===== src/rtl/ucn_pkg.sv =====
package ucn_pkg;

  // component selector codes
  localparam logic [2:0] COMP_SCHEME   = 3'd0;
  localparam logic [2:0] COMP_USERINFO = 3'd1;
  localparam logic [2:0] COMP_HOST     = 3'd2;
  localparam logic [2:0] COMP_PORT     = 3'd3;
  localparam logic [2:0] COMP_PATH     = 3'd4;
  localparam logic [2:0] COMP_QUERY    = 3'd5;
  localparam logic [2:0] COMP_FRAGMENT = 3'd6;
  localparam logic [2:0] COMP_NONE     = 3'd7;

  // result status codes
  localparam logic [1:0] ST_DATA     = 2'd0;
  localparam logic [1:0] ST_BAD_ESC  = 2'd1;
  localparam logic [1:0] ST_RESERVED = 2'd2;

  // escape decoder phases
  localparam logic [1:0] PH_IDLE = 2'd0;
  localparam logic [1:0] PH_PCT  = 2'd1;
  localparam logic [1:0] PH_HIGH = 2'd2;

  localparam logic [7:0] CH_PERCENT  = 8'h25;
  localparam logic [7:0] CH_LBRACKET = 8'h5B;
  localparam logic [7:0] CASE_BIT    = 8'h20;
  localparam logic [7:0] IPV6_CLASS  = 8'h80;

  localparam int unsigned MAX_RESULTS = 3;

  typedef struct packed {
    logic [7:0] in_byte;
    logic [2:0] component;
    logic       first_byte;
    logic       last_byte;
  } in_item_t;

  typedef struct packed {
    logic [7:0] out_byte;
    logic [1:0] status;
    logic       run_end;
    logic       string_end;
  } result_t;

  function automatic logic is_digit(input logic [7:0] c);
    return c >= 8'h30 && c <= 8'h39;
  endfunction

  function automatic logic is_alpha(input logic [7:0] c);
    return (c >= 8'h61 && c <= 8'h7A) || (c >= 8'h41 && c <= 8'h5A);
  endfunction

  function automatic logic is_xdigit(input logic [7:0] c);
    logic [7:0] l;
    l = c | CASE_BIT;
    return is_digit(c) || (l >= 8'h61 && l <= 8'h66);
  endfunction

  // only meaningful for a hex digit; letters fold to low nibble + 9
  function automatic logic [3:0] hex_value(input logic [7:0] c);
    return is_digit(c) ? c[3:0] : c[3:0] + 4'd9;
  endfunction

  function automatic logic [7:0] hex_char(input logic [3:0] v);
    return (v < 4'd10) ? 8'h30 + {4'd0, v} : 8'h37 + {4'd0, v};
  endfunction

  function automatic logic [7:0] to_lower(input logic [7:0] c);
    return (c >= 8'h41 && c <= 8'h5A) ? (c | CASE_BIT) : c;
  endfunction

  // bit k: allowed in component k; bit 7: IPv6 host literal
  function automatic logic [7:0] class_bits(input logic [7:0] c);
    logic dig, alp, unres, sub, pchar;
    logic [7:0] m;
    dig   = is_digit(c);
    alp   = is_alpha(c);
    unres = dig || alp || c == 8'h2D || c == 8'h2E || c == 8'h5F || c == 8'h7E;
    sub   = c == 8'h21 || c == 8'h24 || (c >= 8'h26 && c <= 8'h2C)
            || c == 8'h3B || c == 8'h3D;
    pchar = unres || sub || c == 8'h3A || c == 8'h40;
    m[0] = dig || alp || c == 8'h2D || c == 8'h2E || c == 8'h2B;
    m[1] = unres || sub || c == 8'h3A;
    m[2] = unres || sub;
    m[3] = dig;
    m[4] = pchar || c == 8'h2F;
    m[5] = pchar || c == 8'h2F || c == 8'h3F;
    m[6] = m[5];
    m[7] = is_xdigit(c) || c == 8'h5B || c == 8'h5D || c == 8'h3A || c == 8'h2E;
    return c[7] ? 8'h00 : m;
  endfunction

endpackage


===== src/rtl/uri_component_normalizer_unit.sv =====
// Normalises URI component strings one byte at a time. A request carries one
// raw byte with its component kind and a first-byte flag in tuser; tlast marks
// the final byte of the string. Each byte gives zero to three results: a
// decoded or passed byte, an uppercase %XX re-encoding, or a single error
// (zero data, status in tuser) after which the string stays silent until the
// next first byte. Bytes pass through the input register and the result
// register. A new byte is taken every cycle while each gives at most one
// result and the output is not stalled; a re-encoded escape holds the single
// result port until its last result is taken. An input register lets the
// next byte be taken while a result still waits downstream.
module uri_component_normalizer_unit
  import ucn_pkg::*;
(
  input  logic       clk,
  input  logic       rst,
  input  logic       s_tvalid,
  output logic       s_tready,
  input  logic [7:0] s_tdata,   // [7:0] in_byte
  input  logic [3:0] s_tuser,   // [2:0] component, [3] first_byte
  input  logic       s_tlast,   // last_byte
  output logic       m_tvalid,
  input  logic       m_tready,
  output logic [7:0] m_tdata,   // [7:0] out_byte
  output logic [2:0] m_tuser,   // [1:0] status, [2] run_end
  output logic       m_tlast    // string_end
);

  logic       in_valid;
  in_item_t   in_q;
  logic [1:0] cnt;
  result_t    res_q [MAX_RESULTS];

  logic [1:0] escape_phase, escape_phase_next;
  logic [3:0] high_nibble, high_nibble_next;
  logic       ipv6_host, ipv6_host_next;
  logic       failed, failed_next;

  result_t    res_next [MAX_RESULTS];
  logic [1:0] n_next;
  logic       proc;

  logic [7:0] mask;
  logic       lower;
  logic [1:0] err;
  logic [7:0] dec;
  logic [7:0] b;

  assign b    = in_q.in_byte;
  assign proc = in_valid && (cnt == 2'd0 || (cnt == 2'd1 && m_tready));
  assign s_tready = !in_valid || proc;

  always_comb begin
    escape_phase_next = escape_phase;
    high_nibble_next  = high_nibble;
    ipv6_host_next    = ipv6_host;
    failed_next       = failed;
    n_next = 2'd0;
    err    = ST_DATA;
    mask   = 8'h00;
    lower  = 1'b0;
    dec    = {high_nibble, hex_value(b)};
    for (int i = 0; i < MAX_RESULTS; i++) begin
      res_next[i] = '0;
    end

    if (in_q.first_byte) begin
      escape_phase_next = PH_IDLE;
      high_nibble_next  = 4'd0;
      failed_next       = 1'b0;
      ipv6_host_next    = (in_q.component == COMP_HOST) && (b == CH_LBRACKET);
    end
    dec = {high_nibble_next, hex_value(b)};

    if (failed_next) begin
      if (in_q.last_byte) begin
        escape_phase_next = PH_IDLE;
      end
    end else begin
      if (ipv6_host_next && in_q.component == COMP_HOST) begin
        mask = IPV6_CLASS;
      end else if (in_q.component != COMP_NONE) begin
        mask = 8'd1 << in_q.component;
      end
      lower = (in_q.component == COMP_SCHEME) || (in_q.component == COMP_HOST);

      if (escape_phase_next == PH_PCT) begin
        if (is_xdigit(b)) begin
          high_nibble_next  = hex_value(b);
          escape_phase_next = PH_HIGH;
        end else begin
          err = ST_BAD_ESC;
        end
      end else if (escape_phase_next == PH_HIGH) begin
        if (is_xdigit(b)) begin
          escape_phase_next = PH_IDLE;
          if (|(class_bits(dec) & mask)) begin
            res_next[0].out_byte = lower ? to_lower(dec) : dec;
            n_next = 2'd1;
          end else begin
            res_next[0].out_byte = CH_PERCENT;
            res_next[1].out_byte = hex_char(dec[7:4]);
            res_next[2].out_byte = hex_char(dec[3:0]);
            n_next = 2'd3;
          end
        end else begin
          err = ST_BAD_ESC;
        end
      end else begin
        // idle, and the phase that never arises
        escape_phase_next = PH_IDLE;
        if (|(class_bits(b) & mask)) begin
          res_next[0].out_byte = lower ? to_lower(b) : b;
          n_next = 2'd1;
        end else if (b == CH_PERCENT) begin
          escape_phase_next = PH_PCT;
        end else begin
          err = ST_RESERVED;
        end
      end

      // string ends inside an open escape
      if (err == ST_DATA && in_q.last_byte && escape_phase_next != PH_IDLE) begin
        err = ST_BAD_ESC;
      end
      if (err != ST_DATA) begin
        res_next[0].out_byte = 8'h00;
        res_next[0].status   = err;
        n_next            = 2'd1;
        failed_next       = 1'b1;
        escape_phase_next = PH_IDLE;
      end
      if (in_q.last_byte) begin
        escape_phase_next = PH_IDLE;
      end
    end

    for (int i = 0; i < MAX_RESULTS; i++) begin
      res_next[i].run_end    = (2'(i) == n_next - 2'd1);
      res_next[i].string_end = (2'(i) == n_next - 2'd1) && in_q.last_byte;
    end
  end

  always_ff @(posedge clk) begin
    if (rst) begin
      in_valid     <= 1'b0;
      cnt          <= 2'd0;
      escape_phase <= PH_IDLE;
      high_nibble  <= 4'd0;
      ipv6_host    <= 1'b0;
      failed       <= 1'b0;
    end else begin
      if (s_tvalid && s_tready) begin
        in_valid <= 1'b1;
      end else if (proc) begin
        in_valid <= 1'b0;
      end
      if (proc) begin
        cnt          <= n_next;
        escape_phase <= escape_phase_next;
        high_nibble  <= high_nibble_next;
        ipv6_host    <= ipv6_host_next;
        failed       <= failed_next;
      end else if (m_tvalid && m_tready) begin
        cnt <= cnt - 2'd1;
      end
    end
  end

  always_ff @(posedge clk) begin
    if (s_tvalid && s_tready) begin
      in_q <= '{in_byte: s_tdata, component: s_tuser[2:0],
                first_byte: s_tuser[3], last_byte: s_tlast};
    end
    if (proc) begin
      for (int i = 0; i < MAX_RESULTS; i++) begin
        res_q[i] <= res_next[i];
      end
    end else if (m_tvalid && m_tready) begin
      res_q[0] <= res_q[1];
      res_q[1] <= res_q[2];
    end
  end

  assign m_tvalid = (cnt != 2'd0);
  assign m_tdata  = res_q[0].out_byte;
  assign m_tuser  = {res_q[0].run_end, res_q[0].status};
  assign m_tlast  = res_q[0].string_end;

endmodule


===== config.mk =====
export PLATFORM = sky130hd
export DESIGN_NAME = uri_component_normalizer_unit
export DESIGN_NICKNAME = d
export VERILOG_FILES = /design/src/rtl/ucn_pkg.sv /design/src/rtl/uri_component_normalizer_unit.sv
export SDC_FILE = /design/constraint.sdc
export NUM_CORES = 1
export LEC_CHECK = 0
export ABC_AREA = 1
export BUFFER_PORTS_ARGS = -buffer_cell sky130_fd_sc_hd__clkbuf_2
export CORE_ASPECT_RATIO = 1.75
export CORE_MARGIN = 2
export CORE_UTILIZATION = 45
export CTS_CLUSTER_SIZE = 24
export DETAILED_ROUTE_END_ITERATION = 10
export GPL_TIMING_DRIVEN = 0
export SYNTH_ARGS = -nofsm -noshare
export SYNTH_HDL_FRONTEND = slang
export SYNTH_SLANG_ARGS = --single-unit

===== constraint.sdc =====
create_clock -name clk -period 4.1 [get_ports clk]
set_clock_uncertainty 0.15 [all_clocks]
set_input_delay 0.82 -clock clk [delete_from_list [all_inputs] [get_ports clk]]
set_output_delay 0.82 -clock clk [all_outputs]
set_load 0.005 [all_outputs]

After elaboration in Yosys (flattened, before gate mapping)
Memory sizes are Yosys's and may differ from the RTL's.
Index checks and enable logic that the tools add are counted.
- magnitude comparators: 22
- $add $sub $neg: 7
- equality and inequality tests: 38
- reduce and logical (&&, ||, !) cells: 78
- shift operators: 1
- bitwise logic cells: 4
- muxes and demuxes: 75
- operators by type and width (cell ; number):
    $eq A8 B6 Y1 const B ; 21
    $mux W7 ; 12
    $eq A8 B7 Y1 const B ; 10
    $mux W8 ; 10
    $mux W2 ; 25
    $ge A8 B7 Y1 const B ; 6
    $le A8 B7 Y1 const B ; 6
    $logic_or A1 B1 Y1 ; 45
    $ge A8 B6 Y1 const B ; 4
    $le A8 B6 Y1 const B ; 4
    $add A6 B4 Y7 const A ; 4
    $mux W12 ; 2
    $mux W6 ; 4
    $logic_and A1 B1 Y1 ; 21
    $mux W10 ; 2
    $mux W4 ; 5
    $and A8 B8 Y8 ; 2
    $reduce_or A8 Y1 ; 2
    $mux W1 ; 15
    $reduce_bool A2 Y1 ; 5
    $lt A4 B4 Y1 const B ; 2
    $shl A1 B3 Y8 const A ; 1
    $logic_not A2 Y1 ; 3
    $add A4 B4 Y4 const B ; 1
    10 further kinds ; 13
- flip-flop bits (word level): 24
- memory bits (writable): 36
- memories kept: 1
- memories (name ; depth ; bits a word ; read ports ; clocked after Yosys merged registers in ; write ports ; RTL line ; source):
    res_q ; 3 ; 12 ; 3 ; 0 ; 3 ; uri_component_normalizer_unit.sv:31 ; result_t res_q [MAX_RESULTS];

Logic depth before layout (Yosys ltp)
- depth in word-level cells: 32
- gate-level depth with buffers: 27
- gate-level depth less buffers: 27

Worst setup path after synthesis
Ideal clock, no wire load.
- path kind: reg2reg
- start point: register in_q, in the netlist b[1]
- end point: memory res_q[0][10] (netlist name), data pin
- slack: 1.040 ns
- data required time: 3.697 ns
- path buffers: 0
- setup time: 0.253 ns
- data arrival time: 2.658 ns
- cell stages (with the launch flop): 25
- path through: edfxtp_1 inv_1 ha_1 nand2_1 nand2_1 nand2_1 nand2_2 nand2_4 nand2_1 nand2_2 ha_1 nand2_1 o21ai_1 nand2_1 nand3_1 nor2_2 nand2_1 nand2_1 o21ai_1 nor2_4 nand2_4 nand3_1 nand2_1 nand2_1 nand2_1
- RTL lines (item ; RTL line ; source):
    start, declared ; uri_component_normalizer_unit.sv:29 ; in_item_t in_q;
    start signal, assigned ; uri_component_normalizer_unit.sv:171 ; in_q <= '{in_byte: s_tdata, component: s_tuser[2:0],
    end, declared ; uri_component_normalizer_unit.sv:31 ;

==> results.md <==
* FF-to-FF path depth at 24
* RR Endpoint: res_q[1][5]$_SDFFCE_PP0P_
* Crit Path Category: register to register
* Port Buffers at 29
* Worst Setup SP: b[0]$_DFFE_PP_
* Routed vias/inst at 5.22
* RSZ-0062 raised after global routing: no
* PD cells at ~470 nW/um2
* Num rows at 45
* Synth area leader: edfxtp_1
* Sum Neg Setup Slack at 0 ns
* Net count reported at finish at 616
* Final hold violations at 0
* Io pins at 31
* Critical path startpoint category: register
* Worst slew margin at a little under two fifths
* Syn Area/Cell at 7.11 um2
* Area of the die at roughly 9500 um2
* Synthesized area at between 3000 and 4000 um2
* Period utilisation layout at between 90% and 100%
* Ys async rst share at 0%
* Area growth from synthesis to layout at 12.1%
* Worst EP required at a little over 4 ns
* Grt met2 use at between 40% and 50%
* Initial Util at approximately 46%
* Final instance area at roughly 4400 um2
* Peak VDD IR at 0.000179 V
* Worst Hold Launch: cnt[1]$_SDFFE_PP0P_
* Hold crit path type: register to register
* Seq/Total Area, Yosys at approximately 39%
* Root Buffer: clkbuf_16
* Clock sinks at between 50 and 60
* Synth Register Bits at 54
* WP data arrival at ~3.8 ns
* Fin util at slightly above 50%
* Status: complete, no violations
* R2R setup slack at 0.34 ns
* Final ANT Viol Nets at 0
* Global route overflow at 0
* Max_cap viols at 0
* Vias in the first global route at 3555
* Clock period minus worst slack at 3.76 ns
* Most frequent cell after synthesis: nand2_1
* Die Height at approximately 130 um
* R2r startpoint: b[0]$_DFFE_PP_
* WL final at between 10000 and 15000 um
* DRT Pass-1 Iters at 5
* Final Setup Violations at 0
* Maximum fanout along the worst path at 10
* CTS tree: yes
* Wire length per cell at around 15 um
* Worst slew pin tran at 0.937 ns
* Residual DRC count at 0
* Max Clock Freq at between 200 and 300 MHz
* Area contributors post-synth: edfxtp_1 33%, nand2_1 16%, inv_1 6.8%
* Cell Area, Placed at 4190 um2
* Reg clk slew, reported paths at ~0.07 ns
* Yosys warns at 0
* Fraction of layout cells with a size suffix above 1 at 13.8%
* Die Wd at about 74 um
* Number of synthesized flops with an enable pin at 43
* Placer Congestion at between 0.9 and 1
* Core box area at 8560 um2
* # H-tree levels at 2
* # diodes at 0
* Hold Crit Depth at 2
* Worst skew pair latency at roughly 0.3 ns
* LEAKAGE at 2.05 nW
* Mapped Cells at 548
* Dpl hpwl at roughly 8400 um
* Cts bufs inserted at 5
* Synth Net Count at around 580
* DR vias at ~3700
* Max Buffers Root-to-Sink at 2
* Met3 Track Usage GR at a little over 2%
* Worst Setup End Kind: register
* Worst Hold Path EP: cnt[1]$_SDFFE_PP0P_
* Global-route wire length before repair at between 15000 and 20000 um
* Netlist cell types at 38
* GR met1 Demand/Resource at around 25%
* Final Max Slew Viols at 0
* Initial antenna violation count at 0
* Largest net degree at the start of global routing at 23
* Grt peak-use layer: met2
* Commonest cells post-synth: 161 x nand2_1, 71 x inv_1, 63 x nor2_1
* Ys flop type: edfxtp_1
* Detailed Route Iter0 Violations at 188
* # hold bufs at CTS at 0
* Share of the synthesized area in the top cell type at roughly a third
* GR Util All Layers at between 20% and 30%
[placed cells by master (no fill, tap or decap), drive strengths merged, types with 2 or more instances in the layout]
| cell type | synthesis | final |
|---|---|---|
| a21oi | 28 | 28 |
| and3 | 2 | 2 |
| buf | 14 | 15 |
| clkbuf | 4 | 38 |
| clkinv | 1 | 2 |
| dfxtp | 11 | 11 |
| edfxtp | 43 | 43 |
| ha | 14 | 14 |
| inv | 75 | 76 |
| nand2 | 173 | 173 |
| nand3 | 45 | 45 |
| nand3b | 3 | 3 |
| nand4 | 10 | 10 |
| nor2 | 68 | 68 |
| nor3 | 10 | 10 |
| nor3b | 2 | 2 |
| o211ai | 6 | 6 |
| o21ai | 30 | 30 |
| o22ai | 2 | 2 |
| xor2 | 2 | 2 |
[routing by layer]
| layer | share of wire, % | vias up |
|---|---|---|
| met5 | 0 | - |
| met2 | 55 | 108 |
| met3 | 3.2 | 33 |
| met1 | 37 | 1681 |
| li1 | - | 1849 |
| met4 | 5.5 | 0 |
[repair_timing]
item | 4_1_cts | 5_1_grt
gates resized for setup | 0 | 2
setup endpoints to repair | 0 | 7
hold endpoints to repair | 0 | 0
buffers inserted | 0 | 1
[kinds of logic after synthesis]
family                     after synthesis  synth area share [%]
DFF                                     54                  38.8
other                                    1                0.0962
adders and majority gates               14                  4.49
and+or+nand+nor                        315                  36.0
xor gates and xnor gates                 2                 0.449
buffers and inverters                   94                  10.2
AOI/OAI and AO/OA                       68                  9.92
[worst max path at each step]
stage | cells after the start | endpoint | slack (ns)
after global routing | 24 | res_q[1][5]$_SDFFCE_PP0P_ | 0.06
after floorplan | 24 | res_q[0][10]$_DFFE_PP_ | 1.04
final | 24 | res_q[1][5]$_SDFFCE_PP0P_ | 0.34
after global placement | 24 | res_q[1][5]$_SDFFCE_PP0P_ | 0.32
after CTS | 24 | res_q[1][5]$_SDFFCE_PP0P_ | 0.28
after detailed placement | 24 | res_q[1][5]$_SDFFCE_PP0P_ | 0.30
[registers in the layout, indices dropped and copies added, names as in the netlist]
name and count:
res_q 30, b 8, in_q 5, high_nibble 4
cnt 2, escape_phase 2, failed 1, in_valid 1
ipv6_host 1
[area by class of cell]
class | count | area [um2]
buffer | 18 | 114
clock inverter | 3 | 43.8
inverter | 76 | 285
fill | 872 | 4190
clock buffer | 5 | 125
sequential | 54 | 1510
timing repair buffer | 30 | 153
tap | 117 | 146
multi-input combinational | 400 | 1990
[critical path: stages (launching register included)]
cell and delay (ns):
edfxtp_1 0.50, inv_2 0.17, ha_1 0.19, nand2_1 0.08, nand2_1 0.06, nand2_1 0.06
nand2_2 0.19, nand2_4 0.15, nand2_1 0.13, nand2_2 0.11, nor2_2 0.17, nand2_1 0.13
nand2_1 0.08, nand2_1 0.06, nand2_1 0.11, inv_1 0.06, nor2_2 0.17, o21ai_1 0.16
nand2_1 0.11, nand2_1 0.09, nor2_4 0.14, nand3_4 0.17, inv_2 0.12, o21ai_1 0.07
a21oi_1 0.16
[per-stage QoR]
step / instances / setup slack [ns] / power, mW / hold WS (ns)
2_1_floorplan: 548 / 1.04 / 1.35 / 0.294
3_3_place_gp: 694 / 0.316 / 1.56 / 0.304
3_5_place_dp: 694 / 0.298 / 1.57 / 0.313
4_1_cts: 702 / 0.275 / 2.07 / 0.325
5_1_grt: 703 / 0.0586 / 2.19 / 0.352
6_report: 703 / 0.337 / 2.06 / 0.325
[report_power, final]
part,switching (mW),total [mW],leakage [nW],internal [mW]
combinational,0.470,0.710,1.46,0.240
sequential,0.0564,0.854,0.507,0.798
clock,0.203,0.493,0.0842,0.290
(Power assumes the default switching activity.)
